==> config.mk <==
export PLATFORM = sky130hd
export DESIGN_NAME = aofb_ctrl
export DESIGN_NICKNAME = d
export VERILOG_FILES = /design/src/hdl/aofb_pkg.sv /design/src/hdl/aofb_ctrl.sv
export SDC_FILE = /design/constraint.sdc
export NUM_CORES = 1
export LEC_CHECK = 0
export BUFFER_PORTS_ARGS = -buffer_cell sky130_fd_sc_hd__buf_2
export CAP_MARGIN = 40
export CORE_MARGIN = 4
export CORE_UTILIZATION = 54
export CTS_CLUSTER_DIAMETER = 200
export DETAILED_ROUTE_END_ITERATION = 12
export GPL_TIMING_DRIVEN = 0
export PLACE_DENSITY = 0.85
export REMOVE_ABC_BUFFERS = 1
export SYNTH_ARGS = -nofsm -noshare
export SYNTH_HDL_FRONTEND = slang
export SYNTH_SLANG_ARGS = --single-unit
==> constraint.sdc <==
create_clock -name clock -period 4.25 [get_ports clock]
set_input_delay 0.6375 -clock clock [delete_from_list [all_inputs] [get_ports clock]]
set_output_delay 0.6375 -clock clock [all_outputs]
set_load 0.02 [all_outputs]
==> src/hdl/aofb_pkg.sv <==
// Package for the AES-128 OFB stream block: constants, S-box, round helpers.
// Used by aofb_ctrl, aofb_dp and the top level.
`timescale 1ns / 1ps
`default_nettype none
package aofb_pkg;

   localparam int BlockBytes = 16;
   localparam int PosWidth   = $clog2(BlockBytes);
   localparam int CsrIdxWidth = 2;

   localparam logic [CsrIdxWidth-1:0] CSR_KEY_HIGH = 2'd0;
   localparam logic [CsrIdxWidth-1:0] CSR_KEY_LOW  = 2'd1;
   localparam logic [CsrIdxWidth-1:0] CSR_IV_HIGH  = 2'd2;
   localparam logic [CsrIdxWidth-1:0] CSR_IV_LOW   = 2'd3;

   localparam logic [3:0] LAST_ROUND = 4'd10;

   // controller -> datapath
   typedef struct packed {
      logic start;      // load state = feedback ^ key, first round key = key
      logic round;      // run one AES round
      logic last_round; // skip MixColumns
      logic finish;     // latch keystream and feedback
      logic out_load;   // load output register with the cipher byte
      logic reload_fb;  // feedback from IV
      logic [PosWidth-1:0] pos;
   } cmd_type;

   function automatic logic [7:0] sbox(input logic [7:0] a);
      logic [7:0] t [256];
      t = '{
 8'h63,8'h7c,8'h77,8'h7b,8'hf2,8'h6b,8'h6f,8'hc5,8'h30,8'h01,8'h67,8'h2b,8'hfe,8'hd7,8'hab,8'h76,
 8'hca,8'h82,8'hc9,8'h7d,8'hfa,8'h59,8'h47,8'hf0,8'had,8'hd4,8'ha2,8'haf,8'h9c,8'ha4,8'h72,8'hc0,
 8'hb7,8'hfd,8'h93,8'h26,8'h36,8'h3f,8'hf7,8'hcc,8'h34,8'ha5,8'he5,8'hf1,8'h71,8'hd8,8'h31,8'h15,
 8'h04,8'hc7,8'h23,8'hc3,8'h18,8'h96,8'h05,8'h9a,8'h07,8'h12,8'h80,8'he2,8'heb,8'h27,8'hb2,8'h75,
 8'h09,8'h83,8'h2c,8'h1a,8'h1b,8'h6e,8'h5a,8'ha0,8'h52,8'h3b,8'hd6,8'hb3,8'h29,8'he3,8'h2f,8'h84,
 8'h53,8'hd1,8'h00,8'hed,8'h20,8'hfc,8'hb1,8'h5b,8'h6a,8'hcb,8'hbe,8'h39,8'h4a,8'h4c,8'h58,8'hcf,
 8'hd0,8'hef,8'haa,8'hfb,8'h43,8'h4d,8'h33,8'h85,8'h45,8'hf9,8'h02,8'h7f,8'h50,8'h3c,8'h9f,8'ha8,
 8'h51,8'ha3,8'h40,8'h8f,8'h92,8'h9d,8'h38,8'hf5,8'hbc,8'hb6,8'hda,8'h21,8'h10,8'hff,8'hf3,8'hd2,
 8'hcd,8'h0c,8'h13,8'hec,8'h5f,8'h97,8'h44,8'h17,8'hc4,8'ha7,8'h7e,8'h3d,8'h64,8'h5d,8'h19,8'h73,
 8'h60,8'h81,8'h4f,8'hdc,8'h22,8'h2a,8'h90,8'h88,8'h46,8'hee,8'hb8,8'h14,8'hde,8'h5e,8'h0b,8'hdb,
 8'he0,8'h32,8'h3a,8'h0a,8'h49,8'h06,8'h24,8'h5c,8'hc2,8'hd3,8'hac,8'h62,8'h91,8'h95,8'he4,8'h79,
 8'he7,8'hc8,8'h37,8'h6d,8'h8d,8'hd5,8'h4e,8'ha9,8'h6c,8'h56,8'hf4,8'hea,8'h65,8'h7a,8'hae,8'h08,
 8'hba,8'h78,8'h25,8'h2e,8'h1c,8'ha6,8'hb4,8'hc6,8'he8,8'hdd,8'h74,8'h1f,8'h4b,8'hbd,8'h8b,8'h8a,
 8'h70,8'h3e,8'hb5,8'h66,8'h48,8'h03,8'hf6,8'h0e,8'h61,8'h35,8'h57,8'hb9,8'h86,8'hc1,8'h1d,8'h9e,
 8'he1,8'hf8,8'h98,8'h11,8'h69,8'hd9,8'h8e,8'h94,8'h9b,8'h1e,8'h87,8'he9,8'hce,8'h55,8'h28,8'hdf,
 8'h8c,8'ha1,8'h89,8'h0d,8'hbf,8'he6,8'h42,8'h68,8'h41,8'h99,8'h2d,8'h0f,8'hb0,8'h54,8'hbb,8'h16};
      return t[a];
   endfunction

   function automatic logic [7:0] xtime(input logic [7:0] b);
      return {b[6:0], 1'b0} ^ (b[7] ? 8'h1b : 8'h00);
   endfunction

   // byte i of a 128-bit block, byte 0 in the top bits
   function automatic logic [7:0] byte_at(input logic [127:0] w, input int i);
      return w[127-8*i -: 8];
   endfunction

endpackage
`default_nettype wire

==> src/hdl/aofb_ctrl.sv <==
// Controller for the AES-128 OFB block: handshakes, byte position, round sequencing.
// Depends on aofb_pkg; drives aofb_dp through cmd_type.
`timescale 1ns / 1ps
`default_nettype none
module aofb_ctrl
   import aofb_pkg::*;
(
   input  wire logic clock,
   input  wire logic reset,
   input  wire logic req_tvalid,
   output logic      req_tready,
   input  wire logic req_tlast,
   output logic      rsp_tvalid,
   input  wire logic rsp_tready,
   input  wire logic iv_write,
   output cmd_type   cmd
);

   localparam logic [1:0] ST_IDLE = 2'd0;
   localparam logic [1:0] ST_RUN  = 2'd1;
   localparam logic [1:0] ST_EMIT = 2'd2;

   logic [1:0] state_ff, state_in;
   logic [3:0] round_ff, round_in;
   logic [PosWidth-1:0] pos_ff, pos_in;
   logic out_valid_ff, out_valid_in;
   logic last_ff, last_in;

   logic take, out_free;

   assign out_free   = !out_valid_ff || rsp_tready;
   assign req_tready = (state_ff == ST_IDLE) && out_free;
   assign take       = req_tvalid && req_tready;
   assign rsp_tvalid = out_valid_ff;

   always_comb begin
      state_in     = state_ff;
      round_in     = round_ff;
      pos_in       = pos_ff;
      out_valid_in = out_valid_ff;
      last_in      = last_ff;
      cmd          = '0;
      cmd.pos      = pos_ff;
      if (out_valid_ff && rsp_tready) begin
         out_valid_in = 1'b0;
      end
      case (state_ff)
         ST_IDLE: begin
            if (take) begin
               last_in = req_tlast;
               if (pos_ff == '0) begin
                  cmd.start = 1'b1;
                  round_in  = 4'd1;
                  state_in  = ST_RUN;
               end else begin
                  state_in = ST_EMIT;
               end
            end
         end
         ST_RUN: begin
            cmd.round      = 1'b1;
            cmd.last_round = (round_ff == LAST_ROUND);
            round_in       = round_ff + 4'd1;
            if (round_ff == LAST_ROUND) begin
               cmd.finish = 1'b1;
               state_in   = ST_EMIT;
            end
         end
         ST_EMIT: begin
            // output register is free: nothing accepted while one is pending
            cmd.out_load = 1'b1;
            out_valid_in = 1'b1;
            state_in     = ST_IDLE;
            if (last_ff) begin
               cmd.reload_fb = 1'b1;
               pos_in        = '0;
            end else begin
               pos_in = pos_ff + 1'b1;
            end
         end
         default: state_in = ST_IDLE;
      endcase
      if (iv_write) begin
         pos_in        = '0;
         cmd.reload_fb = 1'b1;
      end
   end

   always_ff @(posedge clock) begin
      if (reset) begin
         state_ff     <= ST_IDLE;
         round_ff     <= '0;
         pos_ff       <= '0;
         out_valid_ff <= 1'b0;
         last_ff      <= 1'b0;
      end else begin
         state_ff     <= state_in;
         round_ff     <= round_in;
         pos_ff       <= pos_in;
         out_valid_ff <= out_valid_in;
         last_ff      <= last_in;
      end
   end

   a_take_idle: assert property (@(posedge clock) disable iff (reset)
      take |-> (state_ff == ST_IDLE))
      else $error("beat taken while busy");

   a_round_range: assert property (@(posedge clock) disable iff (reset)
      (state_ff == ST_RUN) |-> (round_ff != 4'd0 && round_ff <= LAST_ROUND))
      else $error("round counter out of range");

   a_no_overwrite: assert property (@(posedge clock) disable iff (reset)
      cmd.out_load |-> (!out_valid_ff || rsp_tready))
      else $error("output register overwritten");

endmodule
`default_nettype wire

==> reports/metrics.cfg <==
[status]
outcome = complete, no violations

[critical_path]
startpoint = pos_ff[0]
timing_worst_setup_path_type = reg2out
r2r_cells = 5
startpoint_type = flip-flop
rr_startpoint = pos_ff[0]
reg2reg_to = state_ff[0]
required_ns = 3.61
crit_arrival_ns = 1.57
end_kind = primary output
cp-endpoint = cmd[9]
cp_max_fo = 6
reg2reg_slack_ns = 2.59

[timing]
slew_viol_final = 0
hold_viol = 0
setup_viol = 0
slew_headroom = 0.669
fmax_mhz = 453
period_minus_slack_ns = 2.21
finalCritPeriodShare = 0.520
finalClockSkew_ns = 0.000843
rsz0062_at_grt = false
worstMarginPinSlew_ns = 0.491
tns_ns = 0

[pwr]
seqPwrFrac = 0.507
p_int_mw = 0.179
p_comb_frac = 0.112
ir_worst_vdd_mv = 0.175
power_density_nw_per_um2 = 288
switching_share = 0.248
p_leak_nw = 0.361
pwr-share-clk = 0.382
net-switching-power_mw = 0.0592

[global_route]
grt_start_max_net_pins = 14
use_met1 = 0.187
grt_pass1_wl_mm = 2.35
grt_use_met3 = 0.0366
antenna_found_initial = 0
grt_usage = 0.158
grt_pass1_vias = 578
top_usage_layer = met2
grt_overflow_total = 0
gr-usage-met2 = 0.276

[floorplan]
start_util = 0.611
die-area_um2 = 1970
coreArea_um2 = 1170
die_h_um = 44.4
ioPinCount = 18
rows = 12
die_w_um = 44.4

[layout]
diodes = 0
area_growth_pct = 15.6
layoutNonFillerInstCount = 111
fillerInstances = 98
ff_latch_area_um2 = 240
multi_input_area_um2 = 418
drive_above_1_share = 0.268
nNetsFinal = 108

[routing]
drt_pass1_iterations = 4
drc_errors = 0
drt-total-wl_mm = 1.43
drt_iter0_drc = 14
avgRoutedWirePerCell_um = 12.9
viasPerCell = 5.64
postRouteAntennaNets = 0
vias = 626

[yosys]
avgSynthCellArea_um2 = 8.84
yosysUniqueCellTypes = 33
yosys_register_bits = 12
synth_area_um2 = 716
yosysSeqAreaShare = 0.336
synthCells = 81
yosysWarnings = 0

[worst_hold_path]
hold_class = reg2reg

[placement]
dp.cells = 107
globalplace.congestion = 0.788
hpwlAfterDp_mm = 1.13
portBuffers = 17

[clock_network]
numClockSinks = 12
cts_setup_buffers = 0
path_clk_slew_ns = 0.08
cts_made_buffers = 3
hold_buffers = 0
ctsResizeCount = 0
clock_path_buffers = 2
root_buffer = clkbuf_4
cts_tree = done
htreeDepth = 1
clock_latency_ns = 0.27

[flow_run]
max-cap-violations = 0

[routing by layer]
layer	part of all wire	wire length [µm]
met1	0.47	674
met2	0.49	696
met3	0.038	54
met4	0.0056	8
met5	0	0
[cell usage in the layout, fill, tap and decap left out]
master / instances
inv_2: 2
clkinv_1: 1
nand3b_1: 2
nor3_1: 2
and4_1: 1
dfxtp_1: 12
inv_1: 5
a21oi_1: 3
buf_2: 17
nor2_1: 6
clkbuf_8: 1
o41ai_1: 3
clkbuf_4: 3
o41ai_2: 1
mux2i_1: 4
nand2_1: 3
or4_1: 1
a21boi_1: 2
o21a_1: 1
and2b_4: 1
or3b_1: 1
nand4b_1: 1
nor2b_1: 1
nor3b_1: 3
ha_1: 4
o32ai_1: 3
o21bai_1: 1
nand3_1: 3
nand4_1: 1
nand2b_1: 5
nor4bb_1: 1
a21o_1: 1
a211oi_2: 1
[through the flow]
step / worst slack (ns) / hold WS [ns] / utilization / instance area, µm² / power, mW
6_report: 2.04 / 0.526 / 0.706 / 827 / 0.238
5_1_grt: 1.92 / 0.546 / 0.706 / 827 / 0.252
4_1_cts: 2.03 / 0.529 / 0.706 / 827 / 0.240
3_5_place_dp: 2.33 / 0.517 / 0.675 / 791 / 0.150
3_3_place_gp: 2.39 / 0.486 / 0.675 / 791 / 0.149
2_1_floorplan: 2.33 / 0.479 / - / 688 / 0.139
[area by class of cell]
class	instances	share of cell area
Multi-Input combinational cell	56	0.505
Tap cell	14	0.0212
Sequential cell	12	0.290
Clock buffer	4	0.0439
Inverter	8	0.0363
Timing Repair Buffer	17	0.103
[power groups by stage]
stage	logic, mW	registers (mW)	clock network (mW)
after floorplan	0.0175	0.122	0
after global placement	0.0259	0.123	0
after detailed placement	0.0267	0.123	0
after CTS	0.0269	0.120	0.0926
after global routing	0.0291	0.121	0.102
final	0.0266	0.121	0.0909
[registers in the layout, indices dropped and copies added (netlist names)]
| name | flops |
|---|---|
| pos_ff | 4 |
| round_ff | 4 |
| last_ff | 1 |
| rsp_tvalid | 1 |
| state_ff | 2 |
[Yosys cell counts]
| master | number | area (µm²) |
|---|---|---|
| o21bai_1 | 1 | 7.51 |
| dfxtp_1 | 12 | 240 |
| nor3b_1 | 3 | 22.5 |
| buf_2 | 1 | 5.00 |
| a21oi_1 | 3 | 15.0 |
| nand4b_1 | 1 | 8.76 |
| and2b_4 | 1 | 10.0 |
| and4_1 | 1 | 8.76 |
| o21a_1 | 1 | 7.51 |
| a21o_1 | 1 | 7.51 |
| nor3_1 | 2 | 10.0 |
| o41ai_2 | 1 | 16.3 |
| or4_1 | 1 | 7.51 |
| mux2i_1 | 4 | 40.0 |
| a211oi_2 | 1 | 12.5 |
| or3b_1 | 1 | 8.76 |
| nand3_1 | 3 | 15.0 |
| nand3b_1 | 2 | 15.0 |
| ha_1 | 4 | 50.1 |
| nand2_1 | 3 | 11.3 |
| nor2_1 | 6 | 22.5 |
| o32ai_1 | 3 | 26.3 |
| o41ai_1 | 3 | 26.3 |
| nand4_1 | 1 | 6.26 |
| clkinv_1 | 1 | 3.75 |
| inv_2 | 2 | 7.51 |
| a21boi_1 | 2 | 15.0 |
| buf_4 | 2 | 15.0 |
| nor4bb_1 | 1 | 10.0 |
| nand2b_1 | 5 | 31.3 |
| nor2b_1 | 1 | 6.26 |
| inv_1 | 5 | 18.8 |
| clkbuf_1 | 2 | 7.51 |
[cells by family after synthesis]
group                      share of synthesized area
buffers and inverters                         0.0804
and+or+nand+nor                                0.271
AOI/OAI and AO/OA                              0.187
DFF                                            0.336
muxes                                         0.0559
adders and majority gates                     0.0699
[worst max-delay path, cell delays in order, from the launching register on]
cell	delay [ns]
dfxtp_1	0.36
inv_1	0.07
ha_1	0.14
nor3b_1	0.33
and4_1	0.24
buf_2	0.16
[worst min path at each step]
stage | from | to | slack, ns | cells past startpoint
floorplan | last_ff | last_ff | 0.48 | 2
detailed placement | round_ff[3] | round_ff[3] | 0.52 | 2
global placement | pos_ff[1] | pos_ff[1] | 0.49 | 2
global route | round_ff[3] | round_ff[3] | 0.55 | 2
finish | pos_ff[1] | pos_ff[1] | 0.53 | 2
CTS | round_ff[3] | round_ff[3] | 0.53 | 2
(Power assumes the default switching activity.)
